### src/hw/rtl/rational_arithmetic_unit_assert.svh
// assertion macros for the rational arithmetic unit
// depends on nothing; checks drop out when SYNTHESIS is defined
`ifndef RATIONAL_ARITHMETIC_UNIT_ASSERT_SVH
`define RATIONAL_ARITHMETIC_UNIT_ASSERT_SVH
`ifndef SYNTHESIS
`define RAU_ASSERT(lbl, clk, rst_n, prop, msg) \
    lbl: assert property (@(posedge clk) disable iff (!rst_n) prop) else $error(msg);
`define RAU_ASSERT_NEXT(lbl, clk, rst_n, pre, post, msg) \
    lbl: assert property (@(posedge clk) disable iff (!rst_n) (pre) |=> (post)) \
        else $error(msg);
`else
`define RAU_ASSERT(lbl, clk, rst_n, prop, msg)
`define RAU_ASSERT_NEXT(lbl, clk, rst_n, pre, post, msg)
`endif
`endif

### src/hw/rtl/rau_pkg.sv
// shared types and constants for the rational arithmetic unit
// no dependencies
`timescale 1ns / 1ps
package rau_pkg;
    localparam int W = 64;
    localparam int CW = 7;

    typedef enum logic [2:0] {
        OP_ADD = 3'd0, OP_SUB = 3'd1, OP_MUL = 3'd2, OP_DIV = 3'd3,
        OP_CMP = 3'd4, OP_RCP = 3'd5, OP_NEG = 3'd6, OP_BAD = 3'd7
    } op_t;

    // serial multiplier / divider control
    typedef enum logic [1:0] {
        SU_IDLE, SU_MUL, SU_DIV
    } su_state_t;

    typedef enum logic [4:0] {
        S_IDLE, S_M1, S_W1, S_M2, S_W2, S_M3, S_W3, S_SUM, S_CHK,
        S_GCD, S_GW, S_GSW, S_DN, S_DNW, S_DD, S_DDW, S_FIX, S_DONE
    } state_t;

    typedef struct packed {
        logic mul;
        logic div;
    } su_cmd_t;
endpackage

### src/hw/rtl/rau_serial.sv
// bit-serial unsigned multiplier and divider, one bit per cycle
// depends on rau_pkg
`timescale 1ns / 1ps
`include "rational_arithmetic_unit_assert.svh"
module rau_serial
    import rau_pkg::*;
(
    input  logic           clk,
    input  logic           rst_n,
    input  su_cmd_t        cmd,
    input  logic [W-1:0]   x,
    input  logic [W-1:0]   y,
    output logic           done,
    output logic [2*W-1:0] prod,
    output logic [W-1:0]   quo,
    output logic [W-1:0]   rem
);
    su_state_t    state_reg, state_next;
    logic [CW-1:0] cnt_reg;
    logic [2*W-1:0] acc_reg;
    logic [W-1:0] sh_reg;
    logic [W-1:0] y_reg;
    logic [W:0]   r_try;

    always_comb
    begin
        state_next = state_reg;
        unique case (state_reg)
            SU_IDLE:
            begin
                if (cmd.mul) state_next = SU_MUL;
                else if (cmd.div) state_next = SU_DIV;
            end
            SU_MUL, SU_DIV:
            begin
                if (cnt_reg == CW'(W - 1)) state_next = SU_IDLE;
            end
            default: state_next = SU_IDLE;
        endcase
    end

    // restoring division step on the high half of acc
    assign r_try = {acc_reg[2*W-2:W-1], sh_reg[W-1]} - {1'b0, y_reg};

    always_ff @(posedge clk or negedge rst_n)
    begin
        if (!rst_n)
        begin
            state_reg <= SU_IDLE;
            cnt_reg   <= '0;
            done      <= 1'b0;
        end
        else
        begin
            state_reg <= state_next;
            done      <= (state_reg != SU_IDLE) && (cnt_reg == CW'(W - 1));
            if (state_reg == SU_IDLE) cnt_reg <= '0;
            else cnt_reg <= cnt_reg + CW'(1);
        end
    end

    always_ff @(posedge clk)
    begin
        unique case (state_reg)
            SU_IDLE:
            begin
                acc_reg <= '0;
                sh_reg  <= x;
                y_reg   <= y;
            end
            SU_MUL:
            begin
                // shift-add from the msb of the multiplier
                acc_reg <= {acc_reg[2*W-2:0], 1'b0}
                    + (sh_reg[W-1] ? {{W{1'b0}}, y_reg} : '0);
                sh_reg  <= {sh_reg[W-2:0], 1'b0};
            end
            SU_DIV:
            begin
                if (!r_try[W])
                begin
                    acc_reg[2*W-1:W-1] <= {1'b0, r_try[W-1:0]};
                    sh_reg <= {sh_reg[W-2:0], 1'b1};
                end
                else
                begin
                    acc_reg[2*W-1:W-1] <= {1'b0, acc_reg[2*W-3:W-1], sh_reg[W-1]};
                    sh_reg <= {sh_reg[W-2:0], 1'b0};
                end
            end
            default: acc_reg <= acc_reg;
        endcase
    end

    assign prod = acc_reg;
    assign quo  = sh_reg;
    assign rem  = acc_reg[2*W-2:W-1];

    `RAU_ASSERT(a_cmd_idle, clk, rst_n, (cmd.mul || cmd.div) |-> state_reg == SU_IDLE, "busy cmd")
    `RAU_ASSERT(a_cmd_one, clk, rst_n, !(cmd.mul && cmd.div), "two cmds")
    `RAU_ASSERT_NEXT(a_done, clk, rst_n, done, state_reg == SU_IDLE, "done mid-op")
endmodule

### src/hw/rtl/rational_arithmetic_unit.sv
// top level of the rational arithmetic unit: sequencer around a serial mul/div
// depends on rau_pkg and rau_serial
`timescale 1ns / 1ps
//
// usage: drive op and both operands and pulse start while busy is low; the
// request is taken at that edge and busy rises. when the work ends, done
// pulses for one cycle with res_num, res_den, res_ok and cmp_diff valid in
// that cycle only; the receiver cannot stall and must capture it then.
// sequence: each product runs on the shared one-bit-per-cycle multiplier
// (three for add and subtract, two for the other binary ops), each
// remainder of the euclidean gcd runs on the same unit's divider, plus
// two final divisions. the loop count of the gcd sets the spread: negate and
// the unknown op go straight to done, and the longest gcd chains take the
// longest. one request at a time; busy is low again in the done cycle, so
// the next request can be taken there.
// reset: async active low, returns to idle with busy and done low.
//
`include "rational_arithmetic_unit_assert.svh"
module rational_arithmetic_unit
    import rau_pkg::*;
(
    input  logic               clk,
    input  logic               rst_n,
    input  logic               start,
    output logic               busy,
    output logic               done,
    input  logic [2:0]         op,
    input  logic signed [63:0] a_num,
    input  logic signed [63:0] a_den,
    input  logic               a_ok,
    input  logic signed [63:0] b_num,
    input  logic signed [63:0] b_den,
    input  logic               b_ok,
    output logic signed [63:0] res_num,
    output logic signed [63:0] res_den,
    output logic               res_ok,
    output logic signed [63:0] cmp_diff
);
    state_t state_reg, state_next;
    op_t    op_reg;
    logic [W-1:0] an_reg, ad_reg, bn_reg, bd_reg;
    logic [W-1:0] p_reg, q_reg, d_reg;   // products
    logic [W-1:0] ga_reg, gb_reg;        // gcd operands
    logic [W-1:0] num_reg, den_reg;
    logic         ok_reg;
    logic         a_ok_reg;              // validity for the unary ops, which ignore b_ok
    logic [1:0]   mi_reg;                // which product

    su_cmd_t        cmd;
    logic [W-1:0]   sx, sy;
    logic           sdone;
    logic [2*W-1:0] prod;
    logic [W-1:0]   quo, rem;

    rau_serial u_serial (
        .clk(clk), .rst_n(rst_n), .cmd(cmd), .x(sx), .y(sy), .done(sdone),
        .prod(prod), .quo(quo), .rem(rem)
    );

    function automatic logic [W-1:0] mag(input logic [W-1:0] v);
        mag = v[W-1] ? (W'(0) - v) : v;
    endfunction

    // operands of the current product
    // first: numerator or left cross product, second: denominator or right
    // cross product, third: common denominator of add and subtract
    logic [W-1:0] ma, mb;
    always_comb
    begin
        ma = an_reg;
        mb = bd_reg;
        unique case (mi_reg)
            2'd0:
            begin
                ma = an_reg;
                mb = (op_reg == OP_MUL) ? bn_reg : bd_reg;
            end
            2'd1:
            begin
                ma = ad_reg;
                mb = (op_reg == OP_MUL) ? bd_reg : bn_reg;
            end
            2'd2:
            begin
                ma = ad_reg;
                mb = bd_reg;
            end
            default:
            begin
                ma = ad_reg;
                mb = bd_reg;
            end
        endcase
    end

    // signed product check from the unsigned magnitude product
    logic         pneg;
    logic [W-1:0] pval;
    logic         pov;
    always_comb
    begin
        pneg = ma[W-1] ^ mb[W-1];
        pval = pneg ? (W'(0) - prod[W-1:0]) : prod[W-1:0];
        if (prod[2*W-1:W] != '0) pov = 1'b1;
        else if (pneg) pov = prod[W-1] && (prod[W-2:0] != '0);
        else pov = prod[W-1];
    end

    // sum or difference of the two cross products
    logic [W-1:0] sum;
    logic         sov;
    always_comb
    begin
        if (op_reg == OP_ADD)
        begin
            sum = p_reg + q_reg;
            sov = (p_reg[W-1] == q_reg[W-1]) && (sum[W-1] != p_reg[W-1]);
        end
        else
        begin
            sum = p_reg - q_reg;
            sov = (p_reg[W-1] != q_reg[W-1]) && (sum[W-1] != p_reg[W-1]);
        end
    end

    logic last_mul;
    assign last_mul = (op_reg == OP_ADD || op_reg == OP_SUB) ? (mi_reg == 2'd2)
        : (mi_reg == 2'd1);

    always_comb
    begin
        state_next = state_reg;
        unique case (state_reg)
            S_IDLE: if (start) state_next = S_M1;
            S_M1:
            begin
                priority if (op_reg == OP_NEG || op_reg == OP_BAD) state_next = S_DONE;
                else if (op_reg == OP_RCP) state_next = S_CHK;
                else state_next = S_W1;
            end
            S_W1:
            begin
                if (sdone) state_next = last_mul ? S_SUM : S_M1;
            end
            S_SUM:
            begin
                priority if (op_reg == OP_CMP) state_next = S_DONE;
                else state_next = S_CHK;
            end
            S_CHK:
            begin
                if (num_reg == '0 && den_reg == '0) state_next = S_DONE;
                else state_next = S_GCD;
            end
            S_GCD: state_next = (gb_reg == '0) ? S_DN : S_GW;
            S_GW:  if (sdone) state_next = S_GCD;
            S_DN:  state_next = S_DNW;
            S_DNW: if (sdone) state_next = S_DD;
            S_DD:  state_next = S_DDW;
            S_DDW: if (sdone) state_next = S_FIX;
            S_FIX: state_next = S_DONE;
            S_DONE: state_next = S_IDLE;
            default: state_next = S_IDLE;
        endcase
    end

    always_comb
    begin
        cmd = '0;
        sx  = ga_reg;
        sy  = gb_reg;
        unique case (state_reg)
            S_M1:
            begin
                cmd.mul = (op_reg != OP_NEG) && (op_reg != OP_BAD) && (op_reg != OP_RCP);
                sx = mag(ma);
                sy = mag(mb);
            end
            S_GCD:
            begin
                cmd.div = (gb_reg != '0);
            end
            S_DN:
            begin
                cmd.div = 1'b1;
                sx = mag(num_reg);
                sy = ga_reg;
            end
            S_DD:
            begin
                cmd.div = 1'b1;
                sx = mag(den_reg);
                sy = ga_reg;
            end
            default: cmd = '0;
        endcase
    end

    assign busy = (state_reg != S_IDLE);

    always_ff @(posedge clk or negedge rst_n)
    begin
        if (!rst_n)
        begin
            state_reg <= S_IDLE;
            done      <= 1'b0;
        end
        else
        begin
            state_reg <= state_next;
            done      <= (state_reg == S_DONE);
        end
    end

    always_ff @(posedge clk)
    begin
        unique case (state_reg)
            S_IDLE:
            begin
                if (start)
                begin
                    op_reg   <= op_t'(op);
                    an_reg   <= a_num;
                    ad_reg   <= a_den;
                    bn_reg   <= b_num;
                    bd_reg   <= b_den;
                    ok_reg   <= a_ok && b_ok;
                    a_ok_reg <= a_ok;
                    mi_reg   <= '0;
                    num_reg  <= '0;
                    den_reg  <= '0;
                    cmp_diff <= '0;
                end
            end
            S_M1:
            begin
                priority if (op_reg == OP_NEG)
                begin
                    // negating the minimum value wraps onto itself
                    ok_reg  <= a_ok_reg && (an_reg != {1'b1, {(W-1){1'b0}}});
                    num_reg <= W'(0) - an_reg;
                    den_reg <= ad_reg;
                end
                else if (op_reg == OP_BAD)
                    ok_reg <= 1'b0;
                else if (op_reg == OP_RCP)
                begin
                    ok_reg  <= a_ok_reg;
                    num_reg <= ad_reg;
                    den_reg <= an_reg;
                end
                else
                    ok_reg <= ok_reg;
            end
            S_W1:
            begin
                if (sdone)
                begin
                    if (pov) ok_reg <= 1'b0;
                    unique case (mi_reg)
                        2'd0:    p_reg <= pval;
                        2'd1:    q_reg <= pval;
                        default: d_reg <= pval;
                    endcase
                    mi_reg <= mi_reg + 2'd1;
                end
            end
            S_SUM:
            begin
                unique case (op_reg)
                    OP_ADD, OP_SUB:
                    begin
                        if (sov) ok_reg <= 1'b0;
                        num_reg <= sum;
                        den_reg <= d_reg;
                    end
                    OP_CMP:
                    begin
                        if (sov) ok_reg <= 1'b0;
                        cmp_diff <= sum;
                    end
                    default:
                    begin
                        num_reg <= p_reg;
                        den_reg <= q_reg;
                    end
                endcase
            end
            S_CHK:
            begin
                if (den_reg == '0) ok_reg <= 1'b0;
                ga_reg <= mag(num_reg);
                gb_reg <= mag(den_reg);
            end
            S_GW:
            begin
                if (sdone)
                begin
                    ga_reg <= gb_reg;
                    gb_reg <= rem;
                end
            end
            S_DNW:
            begin
                if (sdone) num_reg <= num_reg[W-1] ? (W'(0) - quo) : quo;
            end
            S_DDW:
            begin
                if (sdone) den_reg <= den_reg[W-1] ? (W'(0) - quo) : quo;
            end
            S_FIX:
            begin
                if (den_reg[W-1])
                begin
                    den_reg <= W'(0) - den_reg;
                    num_reg <= W'(0) - num_reg;
                    if (den_reg == {1'b1, {(W-1){1'b0}}} || num_reg == {1'b1, {(W-1){1'b0}}})
                        ok_reg <= 1'b0;
                end
            end
            default: ok_reg <= ok_reg;
        endcase
    end

    assign res_num = (state_reg == S_IDLE && done && op_reg != OP_CMP) ? num_reg : num_reg;
    assign res_den = den_reg;
    assign res_ok  = ok_reg;

    `RAU_ASSERT_NEXT(a_take, clk, rst_n, start && !busy, busy, "request not taken")
    `RAU_ASSERT(a_done_idle, clk, rst_n, done |-> !busy, "done while busy")
    `RAU_ASSERT(a_cmp_zero, clk, rst_n, (done && op_reg == OP_CMP) |-> (res_num == 0 && res_den == 0), "cmp res")
endmodule

### config.mk
export PLATFORM = sky130hd
export DESIGN_NAME = rational_arithmetic_unit
export DESIGN_NICKNAME = d
export VERILOG_FILES = /design/src/hw/rtl/rau_pkg.sv /design/src/hw/rtl/rau_serial.sv /design/src/hw/rtl/rational_arithmetic_unit.sv
export VERILOG_INCLUDE_DIRS = /design/src /design/src/hw/rtl
export SDC_FILE = /design/constraint.sdc
export NUM_CORES = 2
export LEC_CHECK = 0
export BUFFER_PORTS_ARGS = -buffer_cell sky130_fd_sc_hd__clkbuf_2
export CAP_MARGIN = 20
export CORE_MARGIN = 5
export CORE_UTILIZATION = 40
export CTS_CLUSTER_DIAMETER = 40
export DETAILED_ROUTE_END_ITERATION = 8
export SETUP_SLACK_MARGIN = 0.02
export SLEW_MARGIN = 15
export SYNTH_ARGS = -nofsm -noshare
export SYNTH_HDL_FRONTEND = slang
export SYNTH_SLANG_ARGS = --single-unit
### constraint.sdc
create_clock -name clk -period 15.4 [get_ports clk]
set_clock_uncertainty 0.1 [all_clocks]
set_input_delay 3.08 -clock clk [delete_from_list [all_inputs] [get_ports clk]]
set_output_delay 3.08 -clock clk [all_outputs]
set_load 0.005 [all_outputs]
==> run summary <==
Synth Flop Type -> edfxtp_1
Seq cells post-synth -> 1047
Sequential-to-total area share from yosys stat -> 0.422
Area grow syn2layout -> 15.4%
Num CTS Buffers -> 191
Later-pin clock latency in the skew report -> 0.88 ns
Via count -> 70.3k
Outcome -> completed
Initial antenna violation count -> 25
Post-cts sizing count -> 0
Critical Path Sink Type -> flop
Largest net degree at the start of global routing -> 131
Number of synthesized flops with an enable pin -> 1031
Crit path DAT -> 6.75 ns
Worst EP required -> 15.99 ns
Synthesis warning total -> 0
Wire per inst -> 34.8 µm
Pre-Repair DR Iteration Count -> 9
Remaining antenna violation count after routing -> 0
Worst Hold Class -> reg -> reg
Final hold viol count -> 0
Final setup TNS -> 0 ns
Core Area -> 185000 µm²
Clk slew on worst S/H paths -> 0.05 ns
Crit path max-delay cell type -> and2_1
Global Route Usage Sum -> 0.376
VDD IR max -> 0.0000979 V
Post-synth ARST share -> 0.0153
First-pass GRT wire length -> 516000 µm
Slew headroom -> 0.142
DR iter-0 viols -> 10.0k
P_leak -> 33.1 nW
Setup violations, final -> 0
Syn Inst Count -> 8006
Cts hold-fix bufs -> 0
Routability congestion estimate -> 1.06
Flop pwr share -> 0.408
Syn nets -> 8543
Total congestion overflow -> 0
Comb pwr share -> 0.005
Width of the chip -> 441 µm
Number of distinct library cells after synthesis -> 103
CTS tree -> yes
Sink Count -> 1047
F_max -> 0.163 GHz
Pre-CTS setup slack -> 9.44 ns
Hold Worst Slack -> 0.356 ns
Pwr dens -> 88.4 nW/µm²
Drc violations -> 0
Die area -> 194000 µm²
CP peak stage delay -> 0.93 ns
Post-CTS Setup Bufs -> 0
Clock power frac -> 0.586
Bufs and invs on worst path -> 3
Tcrit/Tclk final -> 0.400
Critical-path cell list -> inv_2 > ha_1 > inv_1 > fa_1 > a211oi_1 > o21ai_1 > o2111a_1 > o21bai_1 > a31oi_2 > a41oi_1 > o311ai_0 > o311ai_4 > buf_4 > and2_1 > a22oi_1 > nand2_1
Max Cap Viol -> 0
Initial Utilization -> 0.401
DP HPWL -> 302000 µm
Crit Path Class -> reg -> reg
Max-slew violations -> 0
Max clock buf depth -> 3
Number of global-route vias before repair -> 65.0k
# IOs -> 459
Cell Rows -> 158
RSZ-0062 raised after global routing -> false
Fin worst setup slack -> 9.25 ns
Routed wire length -> 380000 µm
Layout Utilization -> 0.463
Die Y -> 441 µm
H-tree depth -> 4
Switching Power -> 1.76 mW
CTS Root Cell -> clkbuf_16
Sw Share -> 0.232
DR vias/cell -> 6.42
CP startpoint kind -> flop
Max reg flops -> 128
Layout cell share with drive strength beyond 1 -> 0.127
I/O Buffers -> 458
Tightest Pin Transition -> 1.28 ns
Synth Area per Inst -> 9.27 µm²
Critical path's top delay family -> compound AO/OA/AOI/OAI gates
Int Power -> 5.82 mW
Crit path max fanout -> 39
Min Clock Period, post-route -> 6.15 ns
Post-Syn Area -> 74200 µm²
Nets -> 8819
## per-layer routing
metal  track usage  up-vias  part of all wire
met1         0.481    34497              0.38
li1              -    30459                 -
met4         0.296       18             0.097
met3        0.0782      913             0.099
met2         0.552     4366              0.42
met5             0        -           0.00029
## cell families after synthesis
group / synth area share
AOI/OAI and AO/OA: 0.199
buffers and inverters: 0.0393
DFF: 0.422
muxes: 0.0387
xor gates and xnor gates: 0.0893
and+or+nand+nor: 0.165
adders and majority gates: 0.0464
## worst register-to-register path: cells and delay by family (launching register included)
kind,cells,cell delay [ns]
flops,1,0.68
compound gates,9,2.73
fa+ha+maj,2,0.59
simple gates,2,1.10
buf+inv,3,0.79
## through the flow
stage / cells / cell area (µm²) / power (mW)
global route: 10930 / 85700 / 7.75
global placement: 10560 / 78800 / 3.19
CTS: 10926 / 85600 / 7.61
floorplan: 8006 / 74300 / 3.15
detailed placement: 10568 / 78900 / 3.19
finish: 10938 / 85700 / 7.58
## power by group through the flow
| stage | Combinational (mW) | Clock, mW | Sequential, mW |
|---|---|---|---|
| after detailed placement | 0.0396 | 0 | 3.15 |
| after floorplan | 0.0000943 | 0 | 3.15 |
| final | 0.0393 | 4.44 | 3.10 |
| after global placement | 0.0388 | 0 | 3.15 |
| after global routing | 0.0418 | 4.62 | 3.09 |
| after CTS | 0.0404 | 4.47 | 3.10 |
## final cells by class
| cell class | count | area [µm²] |
|---|---|---|
| tap | 2480 | 3100 |
| multi-input combinational | 6197 | 40200 |
| sequential | 1047 | 31400 |
| clock inverter | 154 | 1930 |
| antenna | 11 | 27.5 |
| timing repair buffer | 567 | 3150 |
| fill | 17885 | 99300 |
| clock buffer | 204 | 4850 |
| inverter | 278 | 1050 |
## worst paths after layout
path / start / end / slack, ns / cells after the start
setup / recovery: u_serial.quo[63] / u_serial.prod[71] / 9.25 / 16
hold / removal: u_serial.cnt_reg[0] / u_serial.cnt_reg[0] / 0.36 / 1
setup reg to reg: u_serial.quo[63] / u_serial.prod[71] / 9.25 / 16
hold reg to reg: u_serial.cnt_reg[0] / u_serial.cnt_reg[0] / 0.36 / 1
max in group asynchronous: rst_n / state_reg[1] / 12.60 / 1
min in group asynchronous: rst_n / u_serial.cnt_reg[5] / 2.12 / 1
## synth_stat cells (22+ instances only)
cell	n	share of area
or4_1	46	0.0047
o21bai_1	51	0.0052
or3_1	112	0.0094
edfxtp_1	1031	0.42
o221ai_1	38	0.0045
xor2_1	372	0.044
a21o_1	116	0.012
a21oi_1	662	0.045
nor3b_1	26	0.0026
ha_1	269	0.045
and3_1	76	0.0064
nor2b_1	50	0.0042
nor2_1	768	0.039
o21ai_0	595	0.040
xnor2_1	381	0.045
o22ai_1	130	0.011
nand2_1	677	0.034
a31oi_1	72	0.0061
nand4_1	95	0.0080
nand2b_1	66	0.0056
a211oi_1	67	0.0068
buf_2	22	0.0015
or2_2	39	0.0033
o211ai_1	59	0.0060
a22oi_1	152	0.015
nor3_1	184	0.012
a221oi_1	59	0.0070
inv_1	275	0.014
mux2_2	43	0.0065
and2_1	46	0.0039
o31ai_1	92	0.0093
mux2i_1	239	0.032
buf_1	57	0.0029
o21a_1	36	0.0036
nor4_1	108	0.0091
o41ai_1	24	0.0028
clkbuf_1	397	0.020
nand3_1	144	0.0097
## placed cells by master (no fill, tap or decap), types with 192 or more instances in the layout
master	n
mux2i_1	237
o21ai_0	594
clkbuf_2	458
nand2_1	673
xnor2_1	377
a21oi_1	662
nor2_1	762
inv_1	272
edfxtp_1	1031
clkbuf_16	192
xor2_1	372
ha_1	267
No activity file was read; power rests on OpenSTA's default activity.
